[src/rtl/sc2a_pkg.sv]
// Shared constants and key table for the scan code to ASCII translator.
`timescale 1ns / 1ps
`default_nettype none

package sc2a_pkg;

  localparam int unsigned TABLE_ROWS = 58;
  localparam int unsigned ROM_ROWS   = 58;
  localparam int unsigned ROW_BITS   = $clog2(ROM_ROWS);

  localparam logic [7:0] SC_CTRL_MAKE    = 8'h1D;
  localparam logic [7:0] SC_CTRL_BREAK   = 8'h9D;
  localparam logic [7:0] SC_BKSP         = 8'h0E;
  localparam logic [7:0] SC_LSHIFT_MAKE  = 8'h2A;
  localparam logic [7:0] SC_LSHIFT_BREAK = 8'hAA;
  localparam logic [7:0] SC_RSHIFT_MAKE  = 8'h36;
  localparam logic [7:0] SC_RSHIFT_BREAK = 8'hB6;
  localparam logic [7:0] SC_CAPS         = 8'h3A;
  localparam logic [7:0] SC_ALT_MAKE     = 8'h38;
  localparam logic [7:0] SC_PREFIX       = 8'hE0;
  localparam logic [7:0] SC_ALT_BREAK    = 8'hB8;
  localparam logic [7:0] SC_F1           = 8'h3B;
  localparam logic [7:0] SC_F3           = 8'h3D;

  localparam logic [2:0] KIND_CHAR   = 3'd0;
  localparam logic [2:0] KIND_BKSP   = 3'd1;
  localparam logic [2:0] KIND_CTRL_L = 3'd2;
  localparam logic [2:0] KIND_ALT_F1 = 3'd3;
  localparam logic [2:0] KIND_ALT_F3 = 3'd5;

  typedef struct packed {
    logic [6:0] base;
    logic [6:0] shifted;
  } key_entry_t;

  // Two-column key table: unshifted and shifted character per row.
  function automatic key_entry_t key_rom(input logic [ROW_BITS-1:0] row);
    key_entry_t e;
    e = '{base: 7'd0, shifted: 7'd0};
    case (row)
      6'd2:  e = '{7'h31, 7'h21};
      6'd3:  e = '{7'h32, 7'h40};
      6'd4:  e = '{7'h33, 7'h23};
      6'd5:  e = '{7'h34, 7'h24};
      6'd6:  e = '{7'h35, 7'h25};
      6'd7:  e = '{7'h36, 7'h5E};
      6'd8:  e = '{7'h37, 7'h26};
      6'd9:  e = '{7'h38, 7'h2A};
      6'd10: e = '{7'h39, 7'h28};
      6'd11: e = '{7'h30, 7'h29};
      6'd12: e = '{7'h2D, 7'h5F};
      6'd13: e = '{7'h3D, 7'h2B};
      6'd16: e = '{7'h71, 7'h51};
      6'd17: e = '{7'h77, 7'h57};
      6'd18: e = '{7'h65, 7'h45};
      6'd19: e = '{7'h72, 7'h52};
      6'd20: e = '{7'h74, 7'h54};
      6'd21: e = '{7'h79, 7'h59};
      6'd22: e = '{7'h75, 7'h55};
      6'd23: e = '{7'h69, 7'h49};
      6'd24: e = '{7'h6F, 7'h4F};
      6'd25: e = '{7'h70, 7'h50};
      6'd26: e = '{7'h5B, 7'h7B};
      6'd27: e = '{7'h5D, 7'h7D};
      6'd28: e = '{7'h0A, 7'h0A};
      6'd30: e = '{7'h61, 7'h41};
      6'd31: e = '{7'h73, 7'h53};
      6'd32: e = '{7'h64, 7'h44};
      6'd33: e = '{7'h66, 7'h46};
      6'd34: e = '{7'h67, 7'h47};
      6'd35: e = '{7'h68, 7'h48};
      6'd36: e = '{7'h6A, 7'h4A};
      6'd37: e = '{7'h6B, 7'h4B};
      6'd38: e = '{7'h6C, 7'h4C};
      6'd39: e = '{7'h3B, 7'h3A};
      6'd40: e = '{7'h27, 7'h22};
      6'd41: e = '{7'h60, 7'h7E};
      6'd43: e = '{7'h5C, 7'h7C};
      6'd44: e = '{7'h7A, 7'h5A};
      6'd45: e = '{7'h78, 7'h58};
      6'd46: e = '{7'h63, 7'h43};
      6'd47: e = '{7'h76, 7'h56};
      6'd48: e = '{7'h62, 7'h42};
      6'd49: e = '{7'h6E, 7'h4E};
      6'd50: e = '{7'h6D, 7'h4D};
      6'd51: e = '{7'h2C, 7'h3C};
      6'd52: e = '{7'h2E, 7'h3E};
      6'd53: e = '{7'h2F, 7'h3F};
      6'd55: e = '{7'h2A, 7'h00};
      6'd57: e = '{7'h20, 7'h20};
      default: e = '{7'h00, 7'h00};
    endcase
    return e;
  endfunction

endpackage

`default_nettype wire

[src/rtl/scancode_to_ascii_translator.sv]
// Scan code set 1 to ASCII translator: modifier tracking, key lookup, output register.
//
// Usage: raw keyboard bytes enter on in_valid/in_ready/scan_byte; translated
// items leave on out_valid/out_ready with kind and char_code. A byte that
// maps to nothing (modifiers, prefix, break codes, empty keys) yields no item.
// Path: an accepted byte sits in the input register, is looked up there and
// its result lands in the output register, from which its item is offered.
// Throughput: one byte per cycle while the output drains.
// The limit is the single output register: a byte with a result leaves the
// input register only when that register is free or being emptied.
// Stall: while out_ready is low the output holds; one more byte can still be
// accepted into the input register, after which in_ready drops until the
// output is taken (a byte with no result passes through regardless).
// Reset: rst clears both valid flags and the ctrl, shift, caps lock, alt and
// prefix flags; the block accepts a byte in the first cycle after reset.
`timescale 1ns / 1ps
`default_nettype none

module scancode_to_ascii_translator (
  input  wire logic       clk,
  input  wire logic       rst,
  input  wire logic       in_valid,
  output logic            in_ready,
  input  wire logic [7:0] scan_byte,
  output logic            out_valid,
  input  wire logic       out_ready,
  output logic [2:0]      kind,
  output logic [6:0]      char_code
);
  import sc2a_pkg::*;

  logic       s1_valid;
  logic [7:0] s1_byte;

  logic ctrl_held, shift_held, caps_active, alt_held, prefix_pending;
  logic ctrl_held_next, shift_held_next, caps_active_next, alt_held_next;
  logic prefix_pending_next;

  logic       res_emit;
  logic [2:0] res_kind;
  logic [6:0] res_char;
  logic       s1_adv;

  key_entry_t entry;
  logic       letter;
  logic [6:0] key;

  always_comb begin
    ctrl_held_next      = ctrl_held;
    shift_held_next     = shift_held;
    caps_active_next    = caps_active;
    alt_held_next       = alt_held;
    prefix_pending_next = prefix_pending;
    res_emit = 1'b0;
    res_kind = KIND_CHAR;
    res_char = 7'd0;
    entry  = key_rom(s1_byte[ROW_BITS-1:0]);
    letter = entry.base inside {[7'h61:7'h7A]};
    key    = entry.base;

    if (prefix_pending) begin
      // byte after 0xE0 only moves alt (right alt)
      prefix_pending_next = 1'b0;
      if (s1_byte == SC_ALT_MAKE) alt_held_next = 1'b1;
      if (s1_byte == SC_ALT_BREAK) alt_held_next = 1'b0;
    end else begin
      if (s1_byte == SC_CTRL_MAKE) ctrl_held_next = 1'b1;
      if (s1_byte == SC_CTRL_BREAK) ctrl_held_next = 1'b0;
      if (s1_byte == SC_CAPS) caps_active_next = !caps_active;
      if (s1_byte == SC_LSHIFT_MAKE || s1_byte == SC_RSHIFT_MAKE) shift_held_next = 1'b1;
      if (s1_byte == SC_LSHIFT_BREAK || s1_byte == SC_RSHIFT_BREAK) shift_held_next = 1'b0;
      if (s1_byte == SC_ALT_MAKE) alt_held_next = 1'b1;
      if (s1_byte == SC_ALT_BREAK) alt_held_next = 1'b0;

      if (caps_active_next && !shift_held_next) begin
        key = letter ? entry.shifted : entry.base;
      end else if (shift_held_next && !caps_active_next) begin
        key = entry.shifted;
      end else if (shift_held_next && caps_active_next) begin
        key = letter ? entry.base : entry.shifted;
      end

      if (s1_byte == SC_PREFIX) begin
        prefix_pending_next = 1'b1;
      end else if (alt_held_next && s1_byte >= SC_F1 && s1_byte <= SC_F3) begin
        res_emit = 1'b1;
        res_kind = 3'(KIND_ALT_F1 + (s1_byte - SC_F1));
      end else if (s1_byte < 8'(TABLE_ROWS) && s1_byte < 8'(ROM_ROWS)) begin
        if (s1_byte == SC_BKSP) begin
          res_emit = 1'b1;
          res_kind = KIND_BKSP;
        end else if (entry.base == 7'h6C && ctrl_held_next) begin
          res_emit = 1'b1;
          res_kind = KIND_CTRL_L;
        end else if (key != 7'd0) begin
          res_emit = 1'b1;
          res_char = key;
        end
      end
    end
  end

  // a byte with no result never waits on the output side
  assign s1_adv   = s1_valid && (!res_emit || !out_valid || out_ready);
  assign in_ready = !s1_valid || s1_adv;

  always_ff @(posedge clk) begin
    if (rst) begin
      s1_valid       <= 1'b0;
      out_valid      <= 1'b0;
      ctrl_held      <= 1'b0;
      shift_held     <= 1'b0;
      caps_active    <= 1'b0;
      alt_held       <= 1'b0;
      prefix_pending <= 1'b0;
    end else begin
      if (in_valid && in_ready) begin
        s1_valid <= 1'b1;
      end else if (s1_adv) begin
        s1_valid <= 1'b0;
      end

      if (s1_adv) begin
        ctrl_held      <= ctrl_held_next;
        shift_held     <= shift_held_next;
        caps_active    <= caps_active_next;
        alt_held       <= alt_held_next;
        prefix_pending <= prefix_pending_next;
      end

      if (s1_adv && res_emit) begin
        out_valid <= 1'b1;
      end else if (out_ready) begin
        out_valid <= 1'b0;
      end
    end
  end

  always_ff @(posedge clk) begin
    if (in_valid && in_ready) begin
      s1_byte <= scan_byte;
    end
    if (s1_adv && res_emit) begin
      kind      <= res_kind;
      char_code <= res_char;
    end
  end

`ifndef SYNTH
  a_char_only_for_char_kind: assert property (@(posedge clk) disable iff (rst)
    out_valid && kind != KIND_CHAR |-> char_code == 7'd0)
    else $error("char_code nonzero for a special kind");

  a_kind_range: assert property (@(posedge clk) disable iff (rst)
    out_valid |-> kind <= KIND_ALT_F3)
    else $error("kind out of range");

  a_result_waits: assert property (@(posedge clk) disable iff (rst)
    s1_valid && res_emit && out_valid && !out_ready |=> s1_valid && $stable(s1_byte))
    else $error("pending byte lost while output stalled");

  a_prefix_consumed: assert property (@(posedge clk) disable iff (rst)
    prefix_pending && s1_adv |=> !prefix_pending)
    else $error("prefix flag not cleared by following byte");
`endif

endmodule

`default_nettype wire

[config.mk]
export PLATFORM = sky130hd
export DESIGN_NAME = scancode_to_ascii_translator
export DESIGN_NICKNAME = d
export VERILOG_FILES = /design/src/rtl/sc2a_pkg.sv /design/src/rtl/scancode_to_ascii_translator.sv
export SDC_FILE = /design/constraint.sdc
export NUM_CORES = 1
export LEC_CHECK = 0
export ABC_CLOCK_PERIOD_IN_PS = 12700
export BUFFER_PORTS_ARGS = -buffer_cell sky130_fd_sc_hd__buf_2
export CORE_ASPECT_RATIO = 0.75
export CORE_MARGIN = 5
export CORE_UTILIZATION = 60
export DETAILED_ROUTE_END_ITERATION = 12
export PLACE_DENSITY = 0.84
export SYNTH_ARGS = -nofsm -noshare
export SYNTH_HDL_FRONTEND = slang
export SYNTH_SLANG_ARGS = --single-unit
[constraint.sdc]
create_clock -name clk -period 12.7 [get_ports clk]
set_input_delay 2.54 -clock clk [delete_from_list [all_inputs] [get_ports clk]]
set_output_delay 2.54 -clock clk [all_outputs]
set_load 0.01 [all_outputs]
; Yosys cells after proc, flatten, opt, wreduce, memory -nomap -nowiden
; Memory sizes are Yosys's and may differ from the RTL's. A register that Yosys moved wholly into a read port is not among the register bits.
; Index checks and enable logic that the tools add are counted.
[totals]
regBits = 25
latchBits = 0
ramBits = 0
rom_bits = 896
out_inout_bits = 12
memories = 1
[op_classes]
addsub = 2
mul = 0
n_div = 0
magnitude_cmp = 5
eq_ne = 12
shift = 0
muxes = 36
n_bitwise = 3
reduce_logical = 27
[memory_table]
columns = memory, words, word_bits, read_ports, rd_clocked_by_memory_dff, wr, line
row1 = (name not given), 64, 14, 1, 1, 0, sc2a_pkg.sv:40  ; case (row)
[ops]
columns = op, n
row1 = $mux 7, 6
row2 = $eq 8x8->1 const B, 5
row3 = $eq 8x6->1 const B, 4
row4 = $mux 1, 25
row5 = $logic_and 1x1->1, 10
row6 = $eq 8x4->1 const B, 1
row7 = $eq 8x5->1 const B, 1
row8 = $ge 8x6->1 const B, 1
row9 = $le 8x6->1 const B, 1
row10 = $lt 8x6->1 const B, 1
row11 = $eq 7x7->1 const B, 1
row12 = $ge 7x7->1 const B, 1
row13 = $le 7x7->1 const B, 1
row14 = $reduce_bool 7->1, 1
row15 = $reduce_or 7->1, 1
row16 = $logic_not 1->1, 6
row17 = $mux 2, 3
row18 = $mux 6, 1
row19 = $logic_or 1x1->1, 5
row20 = $reduce_bool 2->1, 2
row21 = $add 2x3->3 const A, 1
row22 = $mux 3, 1
row23 = $not 1->1, 3
row24 = $sub 3x2->3 const B, 1
row25 = 2 further kinds, 2

; Depth between registers and ports, before layout
[logic_depth]
word_depth = 25
mapped_depth = 19
depth_no_buf = 16

; Worst setup path before layout
; Ideal clock, no wire load.
[synth_timing]
kind = input port to output port
from = input out_ready
to = output in_ready
t_arrival_ns = 2.853
path_slack_ns = 7.307
cell_stages = 2
path_cell_list = nor2b_1 -> nand3_1
[synth_between]
elab_chain_cells = 3
[synth_rtl]
columns = element, line
row1 = start: declaration, scancode_to_ascii_translator.sv:26  ; input wire logic out_ready,
row2 = $logic_or 1x1->1, scancode_to_ascii_translator.sv:104  ; assign s1_adv = s1_valid && (!res_emit || !out_valid || out_ready);
row3 = $logic_and 1x1->1, scancode_to_ascii_translator.sv:104
row4 = $logic_or 1x1->1, scancode_to_ascii_translator.sv:105  ; assign in_ready = !s1_valid || s1_adv;
row5 = end: declaration, scancode_to_ascii_translator.sv:23  ; output logic in_ready,
; Every way passes these cells.

; Final worst setup path
[layout_timing]
from = register s1_byte[0]
to = output in_ready
[layout_between]
elab_chain_cells = 23
[layout_rtl]
columns = element, line
row1 = start: declaration, scancode_to_ascii_translator.sv:33  ; logic [7:0] s1_byte;
row2 = start signal: assignment, scancode_to_ascii_translator.sv:141  ; s1_byte <= scan_byte;
row3 = $eq 8x6->1, scancode_to_ascii_translator.sv:70  ; if (s1_byte == SC_LSHIFT_MAKE || s1_byte == SC_RSHIFT_MAKE) shift_held_next = 1'b1;
row4 = $logic_or 1x1->1, scancode_to_ascii_translator.sv:70
row5 = $mux 1, scancode_to_ascii_translator.sv:70
row6 = $mux 1, scancode_to_ascii_translator.sv:71  ; if (s1_byte == SC_LSHIFT_BREAK || s1_byte == SC_RSHIFT_BREAK) shift_held_next = 1'b0;
row7 = $mux 1, scancode_to_ascii_translator.sv:61  ; if (prefix_pending) begin
row8 = $logic_and 1x1->1, scancode_to_ascii_translator.sv:79  ; end else if (shift_held_next && caps_active_next) begin
row9 = $mux 7, scancode_to_ascii_translator.sv:79
row10 = $mux 7, scancode_to_ascii_translator.sv:77  ; end else if (shift_held_next && !caps_active_next) begin
row11 = [6 not listed], n/a
row12 = $mux 1, scancode_to_ascii_translator.sv:88  ; end else if (s1_byte < 8'(TABLE_ROWS) && s1_byte < 8'(ROM_ROWS)) begin
row13 = $mux 1, scancode_to_ascii_translator.sv:85  ; end else if (alt_held_next && s1_byte >= SC_F1 && s1_byte <= SC_F3) begin
row14 = $mux 1 *, scancode_to_ascii_translator.sv:83  ; if (s1_byte == SC_PREFIX) begin
row15 = $mux 1 *, scancode_to_ascii_translator.sv:61
row16 = $logic_not 1->1 *, scancode_to_ascii_translator.sv:104
row17 = $logic_or 1x1->1 * (2 in a row), scancode_to_ascii_translator.sv:104
row18 = $logic_and 1x1->1 *, scancode_to_ascii_translator.sv:104
row19 = $logic_or 1x1->1 *, scancode_to_ascii_translator.sv:105
; Mark *: on every way between the ends. The rest lies on a longest branch, timed or not. The select of a mux whose other input is x is not followed.

==> flow_metrics.tcl <==
set metrics [dict create \
    setup-tns-final_ns 0 \
    via_per_inst 6.830 \
    synth.cell_area_um2 3418 \
    holdPathStages 2 \
    numClockSinks 39 \
    wl_um 9422 \
    rr_startpoint "s1_byte[0]$_DFFE_PP_" \
    critical_path.endpoint_type "output pin" \
    synth-edff-count 18 \
    synth_seq_area_share_pct 28.11 \
    dpl_cell_area_um2 3505 \
    clockRootBuffer "clkbuf_8" \
    core_region_area_um2 5439 \
    ys.flop_type "dfxtp_1" \
    setup_violations 0 \
    clkTransAtPathRegs_ns 0.08 \
    cts_resized 0 \
    period_minus_slack_ns 6.332 \
    cts_hold_buf 0 \
    max_cap_viol_count 0 \
    p_total_mw 0.4030 \
    worst_r2r_path_depth 16 \
    path_class "reg -> out" \
    most-common-layout-cells "52 x nand2_1, 39 x nor2_1, 33 x a21oi_1" \
    post_synth_inst_count 425 \
    grt_pass1_wl_um 15410 \
    drt_iter0_drc 343 \
    drive_gt1_share_pct 12.76 \
    drt-wirelength-per-cell_um 18.62 \
    nNetsFinal 454 \
    area.growth.synth_to_final_pct 5.673 \
    skew_ns 0.001727 \
    ir_worst_vdd_v 0.00006685 \
    place_congestion 1.042 \
    port_buffers 23 \
    cp.required_ns 10.16 \
    drcViolationCount 0 \
    die_h_um 75.37 \
    syn_nets 449 \
    die_area_um2 7322 \
    async_flop_share_pct 0 \
    numCtsBuffers 5 \
    detail-route-antenna-nets 0 \
    antenna_cells 0 \
    hp-class "reg -> reg" \
    instances_no_fill 506 \
    rsz0062_at_grt "no" \
    ff2ff_setup_slack_ns 7.10 \
    ys_seq_elements 39 \
    post_cts_buffers 0 \
    leakagePower_nw 1.370 \
    finalCritPeriodShare_pct 49.86 \
    grt_pass1_vias 3139 \
    max_freq_mhz 157.9 \
    num_vias 3456 \
    dpl.hpwl_um 6890 \
    critPathLaunchType "register" \
    antenna_found_initial 0 \
    clk-insertion-delay-late_ns 0.29 \
    die_x_um 97.16 \
    final_common_cell "nand2_1" \
    initial_core_util_pct 62.85 \
    rows 23 \
    critPathMaxFanout 16 \
    holdWs_ns 0.5189 \
    fillers 491 \
    cp.arrival_ns 3.79 \
    cts.path.max_buffers 2 \
    cts_htree_levels 2 \
    first_pass_iters 5 \
    placed_cells 498 \
    synth_cell_types 81 \
    r2r_end "entry[7]$_DFF_P_" \
    syn_area_per_cell_um2 8.043 \
    finalInstanceArea_um2 3612 \
    power_density_nw_per_um2 111.6 \
    tritoncts "built" \
    max_slew_margin_pct 23.89 \
    yosysWarnings 0 \
    hold_violations 0 \
    holdPathEnd "shift_held$_SDFFE_PP0P_" \
    worst_slew_pin_slew_ns 1.110 \
    final_max_slew_viol_count 0 \
    ioPinCount 24 \
    grt_max_degree 29 \
    grt_overflow 0 \
    status "completed" \
    hp-start "shift_held$_SDFFE_PP0P_" \
    grt_usage_pct 26.10 \
]
registers in the layout (all words and copies together) (netlist names):
register,cells
out_valid,1
ctrl_held,1
alt_held,1
kind,3
caps_active,1
s1_byte,8
shift_held,1
char_code,7
s1_valid,1
entry,14
prefix_pending,1
final cells by class:
type | count | area (µm²) | share of cell area [%]
Clock inverter | 2 | 13.76 | 0.3810
Inverter | 15 | 56.30 | 1.559
Timing Repair Buffer | 24 | 122.6 | 3.395
Tap cell | 75 | 93.84 | 2.598
Sequential cell | 39 | 960.9 | 26.60
Clock buffer | 6 | 93.84 | 2.598
Multi-Input combinational cell | 345 | 2271 | 62.87
cell usage after synthesis, drive strengths merged (3+ instances only):
cell / instances / area (µm²)
nand3: 9 / 45.04
nor2: 41 / 163.9
and2: 4 / 25.03
o21ai: 23 / 115.1
o21a: 4 / 30.03
a21oi: 33 / 165.2
dfxtp: 21 / 420.4
a221o: 4 / 40.04
clkbuf: 12 / 48.80
o22ai: 5 / 31.28
nand2: 52 / 195.2
mux2: 6 / 78.82
nor4: 9 / 77.57
nor3: 20 / 110.1
xnor2: 4 / 35.03
or3: 5 / 31.28
ha: 12 / 150.1
o211ai: 7 / 71.32
a211oi: 10 / 75.07
buf: 14 / 81.33
and3: 5 / 31.28
a221oi: 3 / 26.28
mux2i: 15 / 153.9
nor2b: 4 / 25.02
o2111ai: 5 / 43.79
o311ai: 4 / 35.04
a21o: 3 / 22.52
inv: 15 / 56.31
a31oi: 4 / 31.28
nand4: 6 / 37.54
edfxtp: 18 / 540.5
nand2b: 10 / 62.56
stage by stage:
| stage | setup slack [ns] | utilization (%) |
|---|---|---|
| 2_1_floorplan | 7.307 | - |
| 3_3_place_gp | 6.656 | 64.44 |
| 3_5_place_dp | 6.497 | 64.44 |
| 4_1_cts | 6.423 | 66.41 |
| 5_1_grt | 6.132 | 66.41 |
| 6_report | 6.368 | 66.41 |
kinds of logic (layout without fill, tap and decap cells):
kind of cell,after synthesis,in the layout,share of synthesized area [%]
AND/OR/NAND/NOR,175,175,26.28
flip-flops,39,39,28.11
adder cells (fa/ha/maj),12,12,4.392
XOR/XNOR,5,5,1.281
buffers and inverters,41,47,5.454
AO/OA/AOI/OAI,131,131,27.01
multiplexers,22,22,7.467
how the worst max path moves through the flow:
stage / startpoint / endpoint / slack, ns
6_report: s1_byte[0]$_DFFE_PP_ / in_ready / 6.37
5_1_grt: s1_byte[0]$_DFFE_PP_ / in_ready / 6.13
4_1_cts: s1_byte[0]$_DFFE_PP_ / in_ready / 6.42
3_5_place_dp: out_ready / entry[7]$_DFF_P_ / 6.50
3_3_place_gp: out_ready / entry[7]$_DFF_P_ / 6.66
2_1_floorplan: out_ready / in_ready / 7.31
where the power goes:
group / switching (mW) / leakage, nW / internal, mW
Clock: 0.0470 / 0.0563 / 0.0506
Sequential: 0.0182 / 0.346 / 0.145
Combinational: 0.0901 / 0.968 / 0.0518
layer usage:
layer / wire length, µm / vias to the layer above / global-route usage (%)
met5: 0 / - / 0
met4: 375 / 0 / 14.17
met3: 1027 / 39 / 5.398
met2: 4052 / 231 / 41.06
met1: 3966 / 1574 / 34.49
li1: - / 1612 / -
worst max-delay path, cell delays in order, from the launching register on:
cell and delay (ns):
edfxtp_1 0.66, nand4bb_1 0.34, nor4_2 0.44, or2_1 0.39, mux2i_1 0.14, a221o_1 0.50, or4_1 0.58, nand2_1 0.09
nand2_1 0.07, nand3_1 0.13, buf_2 0.14
No activity file was read; power rests on OpenSTA's default activity.
